**config.mk**
```make
export PLATFORM = sky130hd
export DESIGN_NAME = lfu_cache_table_unit
export DESIGN_NICKNAME = d
export VERILOG_FILES = /design/src/design/lfu_pkg.sv /design/src/design/lfu_cache_table_unit.sv /design/src/design/lfu_ram.sv /design/src/design/lfu_scan.sv
export SDC_FILE = /design/constraint.sdc
export NUM_CORES = 2
export LEC_CHECK = 0
export ABC_AREA = 0
export BUFFER_PORTS_ARGS = -buffer_cell sky130_fd_sc_hd__clkbuf_2
export CORE_MARGIN = 2
export CORE_UTILIZATION = 50
export DETAILED_ROUTE_END_ITERATION = 10
export MAX_ROUTING_LAYER = met4
export PLACE_DENSITY = 0.66
export SLEW_MARGIN = 20
export SYNTH_ARGS = -nofsm -noshare
export SYNTH_HDL_FRONTEND = slang
export SYNTH_SLANG_ARGS = --single-unit
```
**constraint.sdc**
```tcl
create_clock -name clk -period 12.1 [get_ports clk]
set_clock_uncertainty 0.05 [all_clocks]
set_input_delay 2.42 -clock clk [delete_from_list [all_inputs] [get_ports clk]]
set_output_delay 2.42 -clock clk [all_outputs]
set_load 0.03 [all_outputs]
```
**src/design/lfu_pkg.sv**
```systemverilog
package lfu_pkg;

  localparam int ENTRIES = 16;
  localparam int IDX_W   = (ENTRIES > 1) ? $clog2(ENTRIES) : 1;
  localparam int CNT_W   = $clog2(ENTRIES + 1);
  localparam int CAP_W   = 5;
  localparam int CMP_W   = (CNT_W > CAP_W) ? CNT_W : CAP_W;
  localparam int WORD_W  = 32;

  localparam logic [CAP_W-1:0]  CAP_RESET  = 5'd16;
  localparam logic [WORD_W-1:0] MISS_VALUE = 32'hFFFF_FFFF;
  localparam logic [WORD_W-1:0] SAT32      = 32'hFFFF_FFFF;
  localparam logic [WORD_W-1:0] NEW_USES   = 32'd1;
  localparam logic [WORD_W-1:0] SET_READ   = 32'd0;

  localparam logic ACT_GET = 1'b0;
  localparam logic ACT_SET = 1'b1;

  typedef enum logic [1:0] {
    ST_IDLE,
    ST_SCAN,
    ST_LAST,
    ST_WRITE
  } state_t;

  typedef struct packed {
    logic [WORD_W-1:0] key;
    logic [WORD_W-1:0] data;
    logic [WORD_W-1:0] uses;
    logic [WORD_W-1:0] stamp;
  } entry_t;

  localparam int ENTRY_W = $bits(entry_t);

  typedef struct packed {
    logic             clr;
    logic             vld;
    logic [IDX_W-1:0] idx;
  } scan_ctl_t;

  typedef struct packed {
    logic              hit;
    logic [IDX_W-1:0]  hit_idx;
    logic [WORD_W-1:0] hit_data;
    logic [WORD_W-1:0] hit_uses;
    logic              vic_found;
    logic [IDX_W-1:0]  vic_idx;
  } scan_res_t;

  function automatic logic [WORD_W-1:0] sat_inc(input logic [WORD_W-1:0] x);
    sat_inc = (x == SAT32) ? x : x + WORD_W'(1);
  endfunction

endpackage

```
**src/design/lfu_cache_table_unit.sv**
```systemverilog
// Key-value table with least-frequently-used replacement (oldest stamp, then
// lowest slot, break ties). Raise start for one cycle while busy is low; the
// request is taken at that edge. Every request reads all ENTRIES slots of the
// slot memory, one per cycle through its single read port, then writes the
// touched slot back; busy stays high throughout, so a new request can start
// only once busy is low again. The result is shown for exactly one cycle with
// out_valid high, in the same cycle that busy falls; it cannot be held off, so
// capture it then. The user must write capacity through the cfg port only
// while the block is idle; the block itself does not enforce it.
module lfu_cache_table_unit (
  input  logic                          clk,
  input  logic                          rst_n,
  input  logic                          start,
  output logic                          busy,
  input  logic                          in_action,
  input  logic signed [31:0]            in_key,
  input  logic signed [31:0]            in_value,
  output logic                          out_valid,
  output logic                          out_hit,
  output logic signed [31:0]            out_read_value,
  output logic                          out_evicted,
  input  logic                          cfg_valid,
  output logic                          cfg_ready,
  input  logic [lfu_pkg::CAP_W-1:0]     cfg_capacity
);

  lfu_pkg::state_t                 state_r;
  lfu_pkg::state_t                 state_nxt;
  logic [lfu_pkg::IDX_W-1:0]       addr_r;
  logic                            pend_r;
  logic [lfu_pkg::IDX_W-1:0]       pend_idx_r;
  logic [lfu_pkg::ENTRIES-1:0]     valid_r;
  logic [lfu_pkg::CNT_W-1:0]       occ_r;
  logic [lfu_pkg::WORD_W-1:0]      clock_r;
  logic [lfu_pkg::CAP_W-1:0]       cap_r;
  logic                            req_act_r;
  logic [lfu_pkg::WORD_W-1:0]      req_key_r;
  logic [lfu_pkg::WORD_W-1:0]      req_val_r;
  logic                            out_valid_r;
  logic                            out_hit_r;
  logic [lfu_pkg::WORD_W-1:0]      out_read_r;
  logic                            out_evicted_r;

  logic                            accept;
  logic                            last_addr;
  lfu_pkg::scan_ctl_t              scan_ctl;
  lfu_pkg::scan_res_t              scan_res;
  lfu_pkg::entry_t                 rd_entry;
  logic [lfu_pkg::ENTRY_W-1:0]     rd_word;

  logic                            free_found;
  logic [lfu_pkg::IDX_W-1:0]       free_idx;
  logic [lfu_pkg::CMP_W-1:0]       eff_cap;
  logic                            below_cap;

  logic                            wr_en;
  logic [lfu_pkg::IDX_W-1:0]       wr_idx;
  lfu_pkg::entry_t                 wr_entry;
  logic                            wr_fill;
  logic                            res_hit;
  logic [lfu_pkg::WORD_W-1:0]      res_read;
  logic                            res_evicted;

  assign accept    = start && !busy;
  assign last_addr = (addr_r == lfu_pkg::IDX_W'(lfu_pkg::ENTRIES - 1));
  assign cfg_ready = 1'b1;

  // Next state.
  always_comb begin
    state_nxt = state_r;
    case (state_r)
      lfu_pkg::ST_IDLE:  if (start) state_nxt = lfu_pkg::ST_SCAN;
      lfu_pkg::ST_SCAN:  if (last_addr) state_nxt = lfu_pkg::ST_LAST;
      lfu_pkg::ST_LAST:  state_nxt = lfu_pkg::ST_WRITE;
      lfu_pkg::ST_WRITE: state_nxt = lfu_pkg::ST_IDLE;
      default:           state_nxt = lfu_pkg::ST_IDLE;
    endcase
  end

  // State outputs.
  always_comb begin
    busy = 1'b1;
    case (state_r)
      lfu_pkg::ST_IDLE:  busy = 1'b0;
      lfu_pkg::ST_SCAN,
      lfu_pkg::ST_LAST,
      lfu_pkg::ST_WRITE: busy = 1'b1;
      default:           busy = 1'b1;
    endcase
  end

  // Read data arrives in the cycle after its address; empty slots are skipped.
  assign scan_ctl.clr = accept;
  assign scan_ctl.vld = pend_r && valid_r[pend_idx_r];
  assign scan_ctl.idx = pend_idx_r;
  assign rd_entry     = lfu_pkg::entry_t'(rd_word);

  always_comb begin
    free_found = 1'b0;
    free_idx   = '0;
    for (int i = lfu_pkg::ENTRIES - 1; i >= 0; i--) begin
      if (!valid_r[i]) begin
        free_found = 1'b1;
        free_idx   = lfu_pkg::IDX_W'(i);
      end
    end
  end

  always_comb begin
    if (cap_r == '0) begin
      eff_cap = lfu_pkg::CMP_W'(1);
    end else if (lfu_pkg::CMP_W'(cap_r) > lfu_pkg::CMP_W'(lfu_pkg::ENTRIES)) begin
      eff_cap = lfu_pkg::CMP_W'(lfu_pkg::ENTRIES);
    end else begin
      eff_cap = lfu_pkg::CMP_W'(cap_r);
    end
  end

  assign below_cap = (lfu_pkg::CMP_W'(occ_r) < eff_cap);

  // Write-back decision, valid during the write state.
  always_comb begin
    wr_en          = 1'b0;
    wr_fill        = 1'b0;
    wr_idx         = scan_res.hit_idx;
    wr_entry.key   = req_key_r;
    wr_entry.data  = req_val_r;
    wr_entry.uses  = lfu_pkg::NEW_USES;
    wr_entry.stamp = clock_r;
    res_hit        = scan_res.hit;
    res_read       = lfu_pkg::SET_READ;
    res_evicted    = 1'b0;
    if (req_act_r == lfu_pkg::ACT_GET) begin
      if (scan_res.hit) begin
        wr_en         = 1'b1;
        wr_entry.data = scan_res.hit_data;
        wr_entry.uses = lfu_pkg::sat_inc(scan_res.hit_uses);
        res_read      = scan_res.hit_data;
      end else begin
        res_read = lfu_pkg::MISS_VALUE;
      end
    end else if (scan_res.hit) begin
      wr_en         = 1'b1;
      wr_entry.uses = lfu_pkg::sat_inc(scan_res.hit_uses);
    end else if (below_cap && free_found) begin
      wr_en   = 1'b1;
      wr_fill = 1'b1;
      wr_idx  = free_idx;
    end else if (scan_res.vic_found) begin
      wr_en       = 1'b1;
      wr_idx      = scan_res.vic_idx;
      res_evicted = 1'b1;
    end
  end

  always_ff @(posedge clk) begin
    if (!rst_n) begin
      state_r     <= lfu_pkg::ST_IDLE;
      pend_r      <= 1'b0;
      valid_r     <= '0;
      occ_r       <= '0;
      clock_r     <= '0;
      cap_r       <= lfu_pkg::CAP_RESET;
      out_valid_r <= 1'b0;
    end else begin
      state_r     <= state_nxt;
      pend_r      <= (state_r == lfu_pkg::ST_SCAN);
      out_valid_r <= (state_r == lfu_pkg::ST_WRITE);
      if (cfg_valid && cfg_ready) begin
        cap_r <= cfg_capacity;
      end
      if (state_r == lfu_pkg::ST_WRITE) begin
        clock_r <= lfu_pkg::sat_inc(clock_r);
        if (wr_en) begin
          valid_r[wr_idx] <= 1'b1;
        end
        if (wr_fill) begin
          occ_r <= occ_r + lfu_pkg::CNT_W'(1);
        end
      end
    end
  end

  always_ff @(posedge clk) begin
    pend_idx_r <= addr_r;
    if (accept) begin
      addr_r    <= '0;
      req_act_r <= in_action;
      req_key_r <= in_key;
      req_val_r <= in_value;
    end else if (state_r == lfu_pkg::ST_SCAN && !last_addr) begin
      addr_r <= addr_r + lfu_pkg::IDX_W'(1);
    end
    if (state_r == lfu_pkg::ST_WRITE) begin
      out_hit_r     <= res_hit;
      out_read_r    <= res_read;
      out_evicted_r <= res_evicted;
    end
  end

  lfu_ram #(
    .WIDTH (lfu_pkg::ENTRY_W),
    .DEPTH (lfu_pkg::ENTRIES)
  ) u_slots (
    .clk   (clk),
    .we    (wr_en && (state_r == lfu_pkg::ST_WRITE)),
    .waddr (wr_idx),
    .wdata (wr_entry),
    .raddr (addr_r),
    .rdata (rd_word)
  );

  lfu_scan u_scan (
    .clk     (clk),
    .rst_n   (rst_n),
    .ctl     (scan_ctl),
    .entry   (rd_entry),
    .req_key (req_key_r),
    .res     (scan_res)
  );

  assign out_valid      = out_valid_r;
  assign out_hit        = out_hit_r;
  assign out_read_value = out_read_r;
  assign out_evicted    = out_evicted_r;

  a_strobe_after_write: assert property (@(posedge clk) disable iff (!rst_n)
    out_valid_r |-> $past(state_r == lfu_pkg::ST_WRITE))
    else $error("result strobe without a preceding write-back");

  a_occ_bound: assert property (@(posedge clk) disable iff (!rst_n)
    lfu_pkg::CMP_W'(occ_r) <= lfu_pkg::CMP_W'(lfu_pkg::ENTRIES))
    else $error("occupancy above entry count");

  a_accept_busy: assert property (@(posedge clk) disable iff (!rst_n)
    accept |=> busy && !out_valid_r)
    else $error("accepted request did not raise busy");

  a_evict_miss: assert property (@(posedge clk) disable iff (!rst_n)
    out_valid_r && out_evicted_r |-> !out_hit_r)
    else $error("eviction reported on a hit");

endmodule

```
**src/design/lfu_ram.sv**
```systemverilog
module lfu_ram #(
  parameter int WIDTH = 8,
  parameter int DEPTH = 16
) (
  input  logic                                          clk,
  input  logic                                          we,
  input  logic [((DEPTH > 1) ? $clog2(DEPTH) : 1)-1:0] waddr,
  input  logic [WIDTH-1:0]                              wdata,
  input  logic [((DEPTH > 1) ? $clog2(DEPTH) : 1)-1:0] raddr,
  output logic [WIDTH-1:0]                              rdata
);

  logic [WIDTH-1:0] mem_r [DEPTH];

  always_ff @(posedge clk) begin
    if (we) begin
      mem_r[waddr] <= wdata;
    end
    rdata <= mem_r[raddr];
  end

endmodule

```
**src/design/lfu_scan.sv**
```systemverilog
module lfu_scan (
  input  logic                           clk,
  input  logic                           rst_n,
  input  lfu_pkg::scan_ctl_t             ctl,
  input  lfu_pkg::entry_t                entry,
  input  logic [lfu_pkg::WORD_W-1:0]     req_key,
  output lfu_pkg::scan_res_t             res
);

  logic                          hit_r;
  logic [lfu_pkg::IDX_W-1:0]     hit_idx_r;
  logic [lfu_pkg::WORD_W-1:0]    hit_data_r;
  logic [lfu_pkg::WORD_W-1:0]    hit_uses_r;
  logic                          vic_found_r;
  logic [lfu_pkg::IDX_W-1:0]     vic_idx_r;
  logic [lfu_pkg::WORD_W-1:0]    vic_uses_r;
  logic [lfu_pkg::WORD_W-1:0]    vic_stamp_r;
  logic                          match;
  logic                          better;

  assign match = (entry.key == req_key);

  // Strict compares keep the lowest slot on a full tie.
  assign better = !vic_found_r || (entry.uses < vic_uses_r) ||
                  ((entry.uses == vic_uses_r) && (entry.stamp < vic_stamp_r));

  always_ff @(posedge clk) begin
    if (!rst_n || ctl.clr) begin
      hit_r       <= 1'b0;
      vic_found_r <= 1'b0;
    end else if (ctl.vld) begin
      if (match && !hit_r) begin
        hit_r <= 1'b1;
      end
      if (better) begin
        vic_found_r <= 1'b1;
      end
    end
  end

  always_ff @(posedge clk) begin
    if (ctl.vld) begin
      if (match && !hit_r) begin
        hit_idx_r  <= ctl.idx;
        hit_data_r <= entry.data;
        hit_uses_r <= entry.uses;
      end
      if (better) begin
        vic_idx_r   <= ctl.idx;
        vic_uses_r  <= entry.uses;
        vic_stamp_r <= entry.stamp;
      end
    end
  end

  assign res.hit       = hit_r;
  assign res.hit_idx   = hit_idx_r;
  assign res.hit_data  = hit_data_r;
  assign res.hit_uses  = hit_uses_r;
  assign res.vic_found = vic_found_r;
  assign res.vic_idx   = vic_idx_r;

endmodule

```
After elaboration in Yosys (flattened, before gate mapping)
Memory sizes are Yosys's and may differ from the RTL's. A register that Yosys moved wholly into a read port is not among the register bits.
Index checks and enable logic that the tools add are counted.
{"block": "totals", "in_bits": 74, "memories": 1, "ram_bits": 2048, "output_inout_bits": 37, "regBits": 307}
{"block": "op_classes", "eq_ne": 10, "add_sub_neg": 4, "n_lt_le_gt_ge": 7, "muxes": 62, "n_reduce_logical": 26, "bitwise": 3}
{"memory": "u_slots.mem_r", "words": 16, "width": 128, "rd": 1, "rd_ports_with_merged_regs": 1, "wr": 1, "line": "lfu_ram.sv:13", "text": "logic [WIDTH-1:0] mem_r [DEPTH];"}
{"cell": "$mux W32", "n": 5}
{"cell": "$mux W4", "n": 20}
{"cell": "$add A32 B1 Y32 const B", "n": 2}
{"cell": "$eq A32 B32 Y1", "n": 2}
{"cell": "$eq A32 B32 Y1 const B", "n": 2}
{"cell": "$lt A32 B32 Y1", "n": 2}
{"cell": "$mux W64", "n": 1}
{"cell": "$mux W1", "n": 28}
{"cell": "$or A16 B16 Y16", "n": 1}
{"cell": "$reduce_and A2 Y1", "n": 6}
{"cell": "$lt A4 B5 Y1 const B", "n": 2}
{"cell": "$mux W5", "n": 2}
{"cell": "$logic_and A1 B1 Y1", "n": 8}
{"cell": "$pmux W2 S4", "n": 1}
{"cell": "$reduce_or A3 Y1", "n": 2}
{"cell": "$add A5 B1 Y5 const B", "n": 1}
{"cell": "$gt A5 B5 Y1 const B", "n": 1}
{"cell": "$logic_not A1 Y1", "n": 5}
{"cell": "$logic_not A5 Y1", "n": 1}
{"cell": "$lt A5 B5 Y1", "n": 1}
{"cell": "$add A4 B1 Y4 const B", "n": 1}
{"cell": "$bmux W1 S4", "n": 1}
{"cell": "$demux W1 S4", "n": 1}
{"cell": "$eq A2 B2 Y1 const B", "n": 2}
{"cell": "9 further kinds", "n": 14}

Logic depth before layout (Yosys ltp)
{"block": "logic_depth", "word_depth": 25, "mapped_depth": 12, "depth_no_buf": 11}

Hierarchy
Synthesis repeated with hierarchy kept, for this count alone.
{"block": "unflattened", "hier_cells": 4532, "area_unflattened_um2": 93602.3}
{"module": "lfu_ram", "area_per_inst_um2": 79449.9, "cells_per_inst": 3357, "n_inst": 1}
{"module": "lfu_cache_table_unit", "area_per_inst_um2": 8018.9, "cells_per_inst": 768, "n_inst": 1}
{"module": "lfu_scan", "area_per_inst_um2": 6133.4, "cells_per_inst": 407, "n_inst": 1}

Worst setup path after synthesis
No wires, ideal clock.
{"block": "synth_path", "kind": "register -> register", "start": "register state_r[0]", "end": "memory u_slots.mem_r[15][0] (netlist bit), enable pin", "t_arrival_ns": 7.917, "stages_incl_launch_ff": 8, "setup_ns": 0.633, "n_path_buf": 1, "required_time_ns": 11.417, "synth_period_minus_slack_ns": 8.600, "setup_slack_ns": 3.500, "cell_sequence": "dfxtp_1 ha_1 clkbuf_1 nand2_1 nand4b_1 o311ai_0 nor3b_2 nor2b_1"}
{"block": "synth_via", "elab_chain_cells": 4}
{"element": "from (decl)", "line": "lfu_cache_table_unit.sv:27", "text": "lfu_pkg::state_t state_r;"}
{"element": "from (signal assigned)", "line": "lfu_cache_table_unit.sv:158", "text": "state_r <= lfu_pkg::ST_IDLE;"}
{"element": "from (signal assigned)", "line": "lfu_cache_table_unit.sv:166", "text": "state_r <= state_nxt;"}
{"element": "$eq A2 B2 Y1", "line": "lfu_cache_table_unit.sv:206", "text": ".we (wr_en && (state_r == lfu_pkg::ST_WRITE)),"}
{"element": "$logic_and A1 B1 Y1", "line": "lfu_cache_table_unit.sv:206"}
{"element": "$mux W1", "line": "lfu_ram.sv:16", "text": "if (we) begin"}
{"element": "$mux W1 (not written as such)", "line": "lfu_ram.sv:17", "text": "mem_r[waddr] <= wdata;"}
{"element": "to (decl)", "line": "lfu_ram.sv:13"}
No other way between the ends.

Worst setup path after layout
{"block": "layout_path", "start": "register req_act_r", "end": "memory u_slots.mem_r[0][64] (netlist bit), enable pin"}
{"block": "layout_via", "elab_chain_cells": 4}
{"element": "from (decl)", "line": "lfu_cache_table_unit.sv:36", "text": "logic req_act_r;"}
{"element": "from (signal assigned)", "line": "lfu_cache_table_unit.sv:188", "text": "req_act_r <= in_action;"}
{"element": "$mux W1", "line": "lfu_cache_table_unit.sv:133", "text": "if (req_act_r == lfu_pkg::ACT_GET) begin"}
{"element": "$logic_and A1 B1 Y1", "line": "lfu_cache_table_unit.sv:206"}
{"element": "$mux W1", "line": "lfu_ram.sv:16"}
{"element": "$mux W1 (not written as such)", "line": "lfu_ram.sv:17"}
Several ways; a longest one is shown, not always the timed one.

==> results.json <==
{
  "groute.usage.overall_pct": 21.7,
  "crit_top_cell": "buf_4",
  "grt_first_pass_wirelength_um": 295000,
  "synth-seq-cells": 2483,
  "fin_ws_ns": 6.17,
  "fin_setup_tns_ns": 0,
  "hold_depth": 0,
  "coreArea_um2": 185000,
  "r2r_setup_slack_ns": 6.17,
  "synth_edf_count": 2283,
  "crit_fanout": 50,
  "maxSlewViolCount": 0,
  "drive_gt1_share_pct": 27.2,
  "viasPerCell": 5.95,
  "clk_pin_slew_worst_paths_ns": 0.06,
  "max-cap-violations": 0,
  "pre_cts_slack_ns": 6.19,
  "synth_nets": 4309,
  "synth_top_area_share_pct": 73.6,
  "start_kind": "flop",
  "ys_seq_area_share_pct": 77.9,
  "grt_overflow": 0,
  "ant_nets": 0,
  "dp_hpwl_um": 97700,
  "placementRows": 158,
  "async_reset_ff_share_pct": 0,
  "hold_viol": 0,
  "post-route-drc-count": 0,
  "yosys.area.top_type": "edfxtp_1",
  "cp_slowest_cell": "buf_4",
  "grt_pass1_vias": 44400,
  "totalWireLength_um": 198000,
  "period_minus_slack_ns": 5.93,
  "cp.required_ns": 12.54,
  "rsz0062_at_grt": "no",
  "fmax_mhz": 169,
  "gp_congestion": 0.790,
  "cts_made_buffers": 234,
  "die_y_um": 436,
  "fin_cells": 7119,
  "power_leakage_nw": 32.4,
  "syn_to_final_growth_pct": 12.8,
  "multiInputGateArea_um2": 19600,
  "nets": 4577,
  "rr_worst_depth": 10,
  "p_per_area_nw_per_um2": 191,
  "grt_max_degree": 143,
  "layout_commonest_cell": "edfxtp_1",
  "synthesis.area_um2": 93200,
  "synthesis.instances": 4159,
  "cts_sinks": 2483,
  "cts_resized": 0,
  "drtIter0Drc": 4570,
  "design_area_um2": 105000,
  "power_mw": 20.1,
  "tightest_slew_ns": 1.11,
  "yosys_warnings": 0,
  "path_class": "reg -> reg",
  "crit_chain": "buf_4, nor2b_1, nand2_1, o32ai_2, a21oi_1, a221o_1, nor2_4, buf_4, buf_4, buf_4",
  "placed_area_um2": 97200,
  "io_pins": 111,
  "fin_crit_sh_pct": 49.0,
  "htreeDepth": 4,
  "num_vias": 42400,
  "seq_area_um2": 72600,
  "cts_setup_buffers": 0,
  "dieArea_um2": 190000,
  "clockRootBuffer": "clkbuf_16",
  "cts.path.max_buffers": 3,
  "clock_latency_ns": 0.88,
  "avgSynthCellArea_um2": 22.4,
  "hold_path.class": "reg -> reg",
  "start_util_pct": 50.3,
  "holdBufCountCts": 0,
  "crit_arrival_ns": 6.37,
  "detail_route.wl_per_cell_um": 27.8,
  "fillCellCount": 13300,
  "fp.dieW_um": 436,
  "synth_flop_cell": "edfxtp_1",
  "end_kind": "flop",
  "slew_headroom_pct": 25.4,
  "drt_pass1_iterations": 7,
  "post-place-cells": 6670,
  "status": "completed",
  "cts_tree": "done",
  "antenna_found_initial": 6,
  "peakVddDrop_uv": 161,
  "synth.distinct_cells": 71,
  "cpPeakStageDelay_ns": 0.96,
  "layout_common_cells": "2,283 x edfxtp_1, 645 x mux4_2, 234 x clkbuf_16",
  "port_buffers": 109,
  "synth.area.top_cells": "edfxtp_1 74%, mux4_2 16%, dfxtp_1 4.3%, ha_1 1.0%, inv_1 0.49%",
  "setup_viol": 0
}
## cell type report
type	count	share of cell area (%)
well taps	2480	2.95
clock inverters	130	1.41
flip-flops and latches	2483	69.0
repair buffers	208	1.40
clock buffers	316	6.10
inverters	121	0.432
diodes	2	0.00476
multi-input cells	1379	18.7
## report_power, final
| part | switching [mW] | internal, mW |
|---|---|---|
| Sequential | 0.302 | 9.88 |
| Combinational | 1.23 | 1.25 |
| Clock | 3.18 | 4.23 |
| Total | 4.71 | 15.4 |
## synth_stat cells (3+ instances only)
| cell | count |
|---|---|
| mux2i_1 | 9 |
| clkbuf_1 | 120 |
| nand2_1 | 87 |
| a211oi_1 | 3 |
| and2_1 | 31 |
| o211ai_1 | 3 |
| o21ai_0 | 67 |
| and3_1 | 8 |
| edfxtp_1 | 2283 |
| o21a_1 | 16 |
| a21o_1 | 11 |
| or3_1 | 15 |
| a31oi_1 | 5 |
| nand4_1 | 39 |
| nand3_1 | 26 |
| nor3_1 | 14 |
| nand4b_1 | 3 |
| ha_1 | 76 |
| nor2b_1 | 8 |
| a21boi_0 | 6 |
| mux4_2 | 645 |
| o31ai_1 | 3 |
| xnor2_1 | 41 |
| inv_1 | 121 |
| buf_2 | 3 |
| a221oi_1 | 4 |
| a2111oi_0 | 3 |
| nor4_1 | 8 |
| buf_1 | 49 |
| nor2_1 | 84 |
| a21oi_1 | 59 |
| dfxtp_1 | 200 |
| and4_1 | 4 |
| nand2b_1 | 5 |
| o221ai_1 | 3 |
| xor2_1 | 48 |
| and3_2 | 3 |
## per-layer routing
metal	wire length, um	up-vias	track usage, %
li1	-	17800	-
met3	11400	320	3.12
met5	0	-	-
met2	100000	1387	35.1
met1	82200	22800	29.4
met4	4470	0	5.77
## kinds of logic after synthesis
kind of cell	synth area share, %
adders and majority gates	1.02
muxes	15.7
xor gates and xnor gates	0.837
AOI/OAI and AO/OA	1.38
other	0.00402
buffers and inverters	1.23
and+or+nand+nor	1.97
DFF	77.9
## through the flow
step	hold WS, ns	util, %
after detailed placement	0.340	52.5
after CTS	0.354	56.7
after global placement	0.339	52.5
after global routing	0.361	56.8
after floorplan	0.279	-
final	0.353	56.8
## worst max-delay path, delay by kind of cell (launching register included)
family,cells,cell delay [ns]
AOI/OAI and AO/OA,3,1.03
buffers and inverters,4,2.82
DFF,1,0.32
and+or+nand+nor,3,1.25
## final timing paths
kind	startpoint	end
hold / removal	u_slots.rdata[71]$_DFF_P_	u_scan.hit_data_r[7]$_DFFE_PP_
setup / recovery	req_act_r$_DFFE_PP_	u_slots.mem_r[0][64]$_DFFE_PP_
setup reg to reg	req_act_r$_DFFE_PP_	u_slots.mem_r[0][64]$_DFFE_PP_
hold reg to reg	u_slots.rdata[71]$_DFF_P_	u_scan.hit_data_r[7]$_DFFE_PP_
## registers in the layout, indices dropped and copies added, names as in the netlist, 2 cells and up
register            flops
u_slots.mem_r        2048
u_slots.rdata         128
clock_r                32
out_read_value         32
req_key_r              32
req_val_r              32
u_scan.hit_data_r      32
u_scan.hit_uses_r      32
u_scan.vic_stamp_r     32
u_scan.vic_uses_r      32
valid_r                16
cap_r                   5
occ_r                   5
addr_r                  4
pend_idx_r              4
u_scan.hit_idx_r        4
u_scan.vic_idx_r        4
state_r                 2
Note: power is estimated with default switching activity, not from simulation.
